[src/design/tcs_pkg.sv]
// ----------------------------------------------------------------------------
// Text console package
// Opcodes, register indexes, cell constants and the command and status
// words that pass between the console controller and its datapath.
// ----------------------------------------------------------------------------
package tcs_pkg;

   // Operation codes of a request word
   typedef enum logic [1:0] {
      OP_WRITE = 2'd0,
      OP_READ  = 2'd1,
      OP_CLEAR = 2'd2,
      OP_MOVE  = 2'd3
   } op_type;

   // Configuration register indexes
   typedef enum logic [0:0] {
      CSR_LINE_WIDTH = 1'd0,
      CSR_LINE_COUNT = 1'd1
   } csr_type;

   localparam logic [15:0] BLANK_CELL       = 16'h0720;
   localparam logic [7:0]  TEXT_ATTR        = 8'h07;
   localparam logic [7:0]  NEWLINE          = 8'h0A;
   localparam logic [7:0]  PRINT_LO         = 8'h20;
   localparam logic [7:0]  PRINT_HI         = 8'h7E;
   localparam logic [6:0]  LINE_WIDTH_RESET = 7'd80;
   localparam logic [4:0]  LINE_COUNT_RESET = 5'd25;

   // Controller to datapath
   typedef struct packed {
      logic load;         // capture request word
      logic exec;         // decode and run the operation
      logic copy;         // one step of the scroll copy
      logic blank_start;  // point at the bottom row
      logic blank;        // blank one bottom-row cell
      logic clear;        // blank one cell of the full store
      logic finish;       // load the response registers
   } cmd_type;

   // Datapath to controller
   typedef struct packed {
      op_type op;
      logic   scroll;      // valid during exec
      logic   copy_done;
      logic   fill_last;
      logic   clear_last;
   } status_type;

endpackage

[src/design/tcs_ctrl.sv]
// ----------------------------------------------------------------------------
// Text console controller
// Sequences each request word: decode, scroll copy and bottom-row blanking,
// full-store clear, and the response handshake.
// ----------------------------------------------------------------------------
module tcs_ctrl (
   input  logic                 clock,
   input  logic                 reset,
   input  logic                 req_valid,
   output logic                 req_ready,
   output logic                 rsp_valid,
   input  logic                 rsp_ready,
   input  tcs_pkg::status_type  status,
   output tcs_pkg::cmd_type     cmd
);

   typedef enum logic [2:0] {
      S_INIT,
      S_IDLE,
      S_EXEC,
      S_COPY,
      S_BLANK,
      S_CLEAR,
      S_DONE
   } state_type;

   state_type state_ff;
   logic      rsp_valid_ff;

   assign req_ready = (state_ff == S_IDLE);
   assign rsp_valid = rsp_valid_ff;

   // Commands decoded from the state
   always_comb begin
      cmd             = '0;
      cmd.load        = (state_ff == S_IDLE) && req_valid;
      cmd.exec        = (state_ff == S_EXEC);
      cmd.copy        = (state_ff == S_COPY) && !status.copy_done;
      cmd.blank_start = (state_ff == S_COPY) && status.copy_done;
      cmd.blank       = (state_ff == S_BLANK);
      cmd.clear       = (state_ff == S_INIT) || (state_ff == S_CLEAR);
      cmd.finish      = (state_ff == S_DONE) && (!rsp_valid_ff || rsp_ready);
   end

   // State and response valid
   always_ff @(posedge clock) begin
      if (reset) begin
         state_ff     <= S_INIT;
         rsp_valid_ff <= 1'b0;
      end else begin
         if (cmd.finish) begin
            rsp_valid_ff <= 1'b1;
         end else if (rsp_ready) begin
            rsp_valid_ff <= 1'b0;
         end
         case (state_ff)
            S_INIT: begin
               if (status.clear_last) state_ff <= S_IDLE;
            end
            S_IDLE: begin
               if (req_valid) state_ff <= S_EXEC;
            end
            S_EXEC: begin
               if (status.op == tcs_pkg::OP_CLEAR) begin
                  state_ff <= S_CLEAR;
               end else if (status.scroll) begin
                  state_ff <= S_COPY;
               end else begin
                  state_ff <= S_DONE;
               end
            end
            S_COPY: begin
               if (status.copy_done) state_ff <= S_BLANK;
            end
            S_BLANK: begin
               if (status.fill_last) state_ff <= S_DONE;
            end
            S_CLEAR: begin
               if (status.clear_last) state_ff <= S_DONE;
            end
            S_DONE: begin
               if (cmd.finish) state_ff <= S_IDLE;
            end
            default: begin
               state_ff <= S_INIT;
            end
         endcase
      end
   end

endmodule

[config.mk]
export PLATFORM = sky130hd
export DESIGN_NAME = tcs_ctrl
export DESIGN_NICKNAME = d
export VERILOG_FILES = /design/src/design/tcs_pkg.sv /design/src/design/tcs_ctrl.sv
export SDC_FILE = /design/constraint.sdc
export NUM_CORES = 1
export LEC_CHECK = 0
export BUFFER_PORTS_ARGS = -buffer_cell sky130_fd_sc_hd__buf_2
export CAP_MARGIN = 0
export CORE_AREA = 2 2 39 41
export DETAILED_ROUTE_END_ITERATION = 8
export DIE_AREA = 0 0 41 43
export SLEW_MARGIN = 20
export SYNTH_ARGS = -nofsm -noshare
export SYNTH_HDL_FRONTEND = slang
export SYNTH_SLANG_ARGS = --single-unit
[constraint.sdc]
create_clock -name clock -period 1.7 [get_ports clock]
set_input_delay 0.085 -clock clock [delete_from_list [all_inputs] [get_ports clock]]
set_output_delay 0.085 -clock clock [all_outputs]
set_load 0.05 [all_outputs]
==> results.yml, run 1 <==
floorplan:
  dieWidth_microns: 41
  core_sq_um: 1380
  fp.dieH_microns: 43
  dieArea_sq_um: 1760
  io_pins: 19
  initial_core_util_pct: 25.5
  core.rowCount: 14
power:
  total_power_uw: 794
  powerDensity_nw_per_um2: 1650
  p_leak_nw: 0.231
  ir_drop_mv: 0.550
critical_path:
  critPathMaxFanout: 9
  critical_path_class: "reg2out"
  crit_arrival_ps: 1460
  slowest_stage: "dfxtp_1"
  worst-path-buf-inv: 2
  crit_path_start_kind: "flop"
  crit_family: "flip-flops"
  cp-end-kind: "output port"
  cpPeakStageDelay_ps: 440
  crit_required_ps: 1620
  path_cells: "inv_1 -> nor2_1 -> and3_1 -> buf_2"
clock_tree:
  cts.sinks: 4
  clock_path_buffers: 2
  clk_pin_slew_worst_paths_ps: 40
  cts_resized: 0
  clk_latency_ps: 230
  cts_tree: "done"
  post_cts_buffers: 0
  cts-root-buf: "clkbuf_4"
  numCtsBuffers: 3
  cts-htree-levels: 1
  hold_buffers: 0
synth:
  synth_area_leaders: "dfxtp_1, mux2i_1, nor2_1"
  synth.avg_cell_area_sq_um: 8.02
  seq_area_frac_synth_pct: 22.7
  synth_nets: 54
  yosys-top-cells-count: "nor2_1, dfxtp_1, nand2b_1"
  synth.distinct_cells: 24
  synth-main-ff-cell: "dfxtp_1"
  synthMostInstantiatedCell: "nor2_1"
  synthDominantCellAreaShare_pct: 22.7
  syn_area_sq_um: 353
  syn_inst: 44
  ys_seq_elements: 4
  synth.largest_area_cell: "dfxtp_1"
  synth_edf_count: 0
  async_reset_ff_share_pct: 0
  yosys_warnings: 0
detailed_routing:
  vias: 366
  post-route-drc-count: 0
  first_iter_violations: 4
  finalWirelength_microns: 751
  antenna_left: 0
  firstDrtPassIters: 3
  routed_via_density: 4.63
  routedWlPerCell_microns: 9.51
flow_run:
  maxCapViolations: 0
sta:
  worst_slack_ps: 153
  worst_pin_slew_ps: 467
  fin_crit_sh_pct: 91.0
  fin_skew_ps: 0.643
  hold_viol: 0
  final_max_slew_viol_count: 0
  relSlewSlack_pct: 68.8
  fin_tns_setup_ps: 0
  rsz0062_at_grt: "no"
  fmax_mhz: 646
  period_needed_ps: 1550
  setup_violations: 0
  fin_hold_ws_ps: 84.4
global_route:
  grt_max_degree: 15
  grt_pass1_vias: 324
  groute.usage.overall_pct: 9.03
  antenna_found_initial: 0
  grt_pass1_wl_mm: 1.13
  grt_overflow: 0
cells_and_area:
  nets: 75
  drive_gt1_share_pct: 46.0
  num_antenna_cells: 0
  syn_to_final_growth_pct: 36.2
  fillers: 161
  finalInstanceArea_sq_um: 480
placement:
  port_buffers: 18
  gp_congestion: 0.749
  pre_cts_slack_ps: 342
  dp_hpwl_microns: 581
  placed_area_sq_um: 458
status:
  status: "finished clean"
min_path:
  hold_path_class: "in2reg"
-- cells by family after synthesis --
family	Yosys count	share of synthesized area (%)
flip-flops	4	22.7
AO/OA/AOI/OAI	10	27.7
AND/OR/NAND/NOR	24	36.5
buffers and inverters	3	4.61
multiplexers	3	8.51
-- power breakdown --
part | switching [mW] | total, mW | internal, mW | leakage, nW
sequential | 0.0660 | 0.185 | 0.119 | 0.0327
combinational | 0.317 | 0.495 | 0.178 | 0.185
clock | 0.0356 | 0.114 | 0.0788 | 0.0138
total | 0.418 | 0.794 | 0.375 | 0.231
-- final cells by class --
cell class,count,area (sq um),share of cell area [%]
clock buffer,3,22.5,4.69
inverter,1,3.75,0.781
multi-input combinational,37,264,54.9
sequential,4,80.1,16.7
tap,16,20.0,4.17
timing repair buffer,18,90.1,18.7
-- stage by stage --
stage          cells  util, %
3_5_place_dp      76     33.1
4_1_cts           79     34.7
6_report          79     34.7
5_1_grt           79     34.7
2_1_floorplan     44        -
3_3_place_gp      76     33.1
-- final timing paths --
kind              cells past startpoint                      from  slack [ps]                        to
setup / recovery                      4  state_ff[0]$_SDFFE_PP0P_         150                    cmd[3]
hold / removal                        2                     reset          80  state_ff[1]$_SDFFE_PP0P_
setup reg to reg                      4  state_ff[2]$_SDFFE_PP0P_         340  state_ff[0]$_SDFFE_PP0P_
hold reg to reg                       2    rsp_valid$_SDFFE_PP0P_         550    rsp_valid$_SDFFE_PP0P_
-- layout by cell type (no fill, tap or decap), drive strengths merged --
cell,count
nor2,7
a31oi,1
a21oi,3
o21ai,1
and3,2
nor3,1
or2b,1
o221a,1
or2,1
clkbuf,3
o211ai,1
inv,1
dfxtp,4
buf,18
o41ai,1
nand2,3
nand2b,4
mux2i,3
nor2b,1
and2b,1
nor3b,1
and2,2
o22ai,1
a21bo,1
-- routing by layer --
layer  global-route usage, %  share of wire [%]  up-vias
met4                    6.00                  0        0
met1                    10.3                 45      164
met2                    15.3                 50       10
met5                       0                  0        -
li1                        -                  -      192
met3                       0                4.8        0
-- sequential cells by signal, summed over array words and instances, names as in the netlist --
register   count
rsp_valid      1
state_ff       3
Power figures use the tool's default switching activity.
==> inputs of run 2 (changes only) <==
==> constraint.sdc (replaced) <==
create_clock -name clock -period 1.6 [get_ports clock]
set_input_delay 0.08 -clock clock [delete_from_list [all_inputs] [get_ports clock]]
set_output_delay 0.08 -clock clock [all_outputs]
set_load 0.05 [all_outputs]
==> run 2 against run 1 <==
Effect of this change: register-to-register slack lost 90 ps; sequential cell count unchanged; power grew 6.8%; clock skew is essentially flat; first-iteration DRC count decreased by 25%; clock-buffer cell count unchanged; clock power increased by 6%; non-clock buffer count is the same; critical path type unchanged; critical endpoint unchanged; largest power group unchanged.
==> results.yml, run 2 (synthesis gave the netlist of run 1 again) <==
placement:
  dp_hpwl_microns: 581
  port_buffers: 18
  placed_cells: 76
  gp_congestion: 0.749
floorplan:
  dieWidth_microns: 41
  initial_core_util_pct: 25.5
  dieArea_sq_um: 1760
  core.rowCount: 14
  io_pins: 19
  core_sq_um: 1380
  fp.dieH_microns: 43
global_route:
  antenna_found_initial: 0
  grt_overflow: 0
  grt_max_degree: 15
  groute.usage.overall_pct: 9.03
  grt_pass1_vias: 324
  grt_pass1_wl_mm: 1.13
min_path:
  hold_path_depth: 2
  hold_path_class: "in2reg"
  hold_path.startpoint: "reset"
  holdPathEnd: "state_ff[1]$_SDFFE_PP0P_"
cells_and_area:
  num_antenna_cells: 0
  layout_common_cells: "buf_2, nor2_1, nand2b_1, clkbuf_4"
  regMostFlops: "state_ff"
  drive_gt1_share_pct: 49.2
  fillers: 159
  largest_reg_flops: 3
  register_area_sq_um: 82.6
  layout_commonest_cell: "buf_2"
  multi_input_area_sq_um: 264
  nets: 75
  syn_to_final_growth_pct: 37.6
  stdcell_count: 79
sta:
  fmax_mhz: 693
  setup_violations: 0
  fin_crit_sh_pct: 90.2
  worst_pin_slew_ps: 467
  fin_hold_ws_ps: 79.5
  rsz0062_at_grt: "no"
  final_max_slew_viol_count: 0
  period_needed_ps: 1440
  hold_viol: 0
  fin_skew_ps: 0.279
  fin_tns_setup_ps: 0
  relSlewSlack_pct: 68.8
critical_path:
  r2r-end: "state_ff[1]$_SDFFE_PP0P_"
  crit_required_ps: 1520
  crit_arrival_ps: 1360
  rrSetupSlack_ps: 250
  cpPeakStageDelay_ps: 380
  critical_path_class: "reg2out"
  critPathMaxFanout: 9
  path_cells: "inv_1 -> nor2_1 -> and3_1 -> buf_2"
  rr_startpoint: "state_ff[1]$_SDFFE_PP0P_"
  cp-end-kind: "output port"
  reg2reg_depth: 4
  slowest_stage: "dfxtp_2"
  crit_path_start_kind: "flop"
clock_tree:
  cts-root-buf: "clkbuf_4"
  cts-htree-levels: 1
  clk_pin_slew_worst_paths_ps: 40
  numCtsBuffers: 3
  clk_latency_ps: 230
  hold_buffers: 0
  cts_tree: "done"
  cts.sinks: 4
  clock_path_buffers: 2
detailed_routing:
  first_iter_violations: 3
  routed_via_density: 4.63
  routedWlPerCell_microns: 9.48
  post-route-drc-count: 0
  finalWirelength_microns: 749
  vias: 366
  firstDrtPassIters: 3
  antenna_left: 0
flow_run:
  maxCapViolations: 0
power:
  clkPwrFrac_pct: 14.3
  switchingPower_uw: 444
  power.internal_uw: 404
  powerDensity_nw_per_um2: 1750
  seqPwrFrac_pct: 23.6
  ir_drop_mv: 0.584
  p_comb_share_pct: 62.1
  p_leak_nw: 0.231
  swShare_pct: 52.4
status:
  status: "finished clean"
[run 2: changes by cell type in the layout (fill, tap and decap cells not counted)]
| cell | delta |
|---|---|
| dfxtp_1 | -2 |
| dfxtp_2 | +2 |
| buf_2 | -1 |
| clkbuf_4 | +1 |
[run 2: area by class of cell]
cell class	count	area share, %
Multi-Input combinational cell	37	54.4
Timing Repair Buffer	18	19.1
Sequential cell	4	17.0
Clock buffer	3	4.64
Tap cell	16	4.12
Inverter	1	0.773
[run 2: metrics by stage]
step           instance area, sq um  power (mW)  utilization [%]  setup slack, ps
6_report                        485       0.848             35.1              157
3_5_place_dp                    458       0.723             33.1              242
3_3_place_gp                    458       0.720             33.1              252
4_1_cts                         480       0.847             34.7             55.7
5_1_grt                         485       0.902             35.1             56.6
2_1_floorplan                   360       0.633                -             48.8
[run 2: power by group through the flow]
| stage | Sequential [mW] | Combinational (mW) | Clock [mW] |
|---|---|---|---|
| after global routing | 0.208 | 0.562 | 0.132 |
| after floorplan | 0.154 | 0.479 | 0 |
| after CTS | 0.195 | 0.527 | 0.126 |
| after global placement | 0.196 | 0.524 | 0 |
| final | 0.200 | 0.527 | 0.121 |
| after detailed placement | 0.197 | 0.525 | 0 |
[run 2: worst max-delay path by stage]
stage / slack (ps) / cells after the start / start / endpoint
final: 160 / 4 / state_ff[0]$_SDFFE_PP0P_ / cmd[3]
after global routing: 60 / 4 / state_ff[0]$_SDFFE_PP0P_ / cmd[3]
after CTS: 60 / 4 / state_ff[0]$_SDFFE_PP0P_ / cmd[3]
after detailed placement: 240 / 4 / state_ff[2]$_SDFFE_PP0P_ / state_ff[0]$_SDFFE_PP0P_
after floorplan: 50 / 3 / state_ff[0]$_SDFFE_PP0P_ / cmd[6]
after global placement: 250 / 4 / state_ff[2]$_SDFFE_PP0P_ / state_ff[0]$_SDFFE_PP0P_
[run 2: layer usage]
metal	up-vias	GRT usage, %	share of wire (%)
li1	192	-	-
met1	164	10.3	46
met2	10	15.3	50
met3	0	0	4.5
met4	0	6.00	0
met5	-	0	0
[run 2: repair_timing]
item                       CTS  global route
setup buffers                0             0
gates resized for setup      0             3
setup endpoints to repair    0             3
[run 2: worst max-delay path: cells and delay by family (launching register included)]
family,cells,cell delay (ps)
AND/OR/NAND/NOR,2,390
flip-flops,1,380
buffers and inverters,2,360
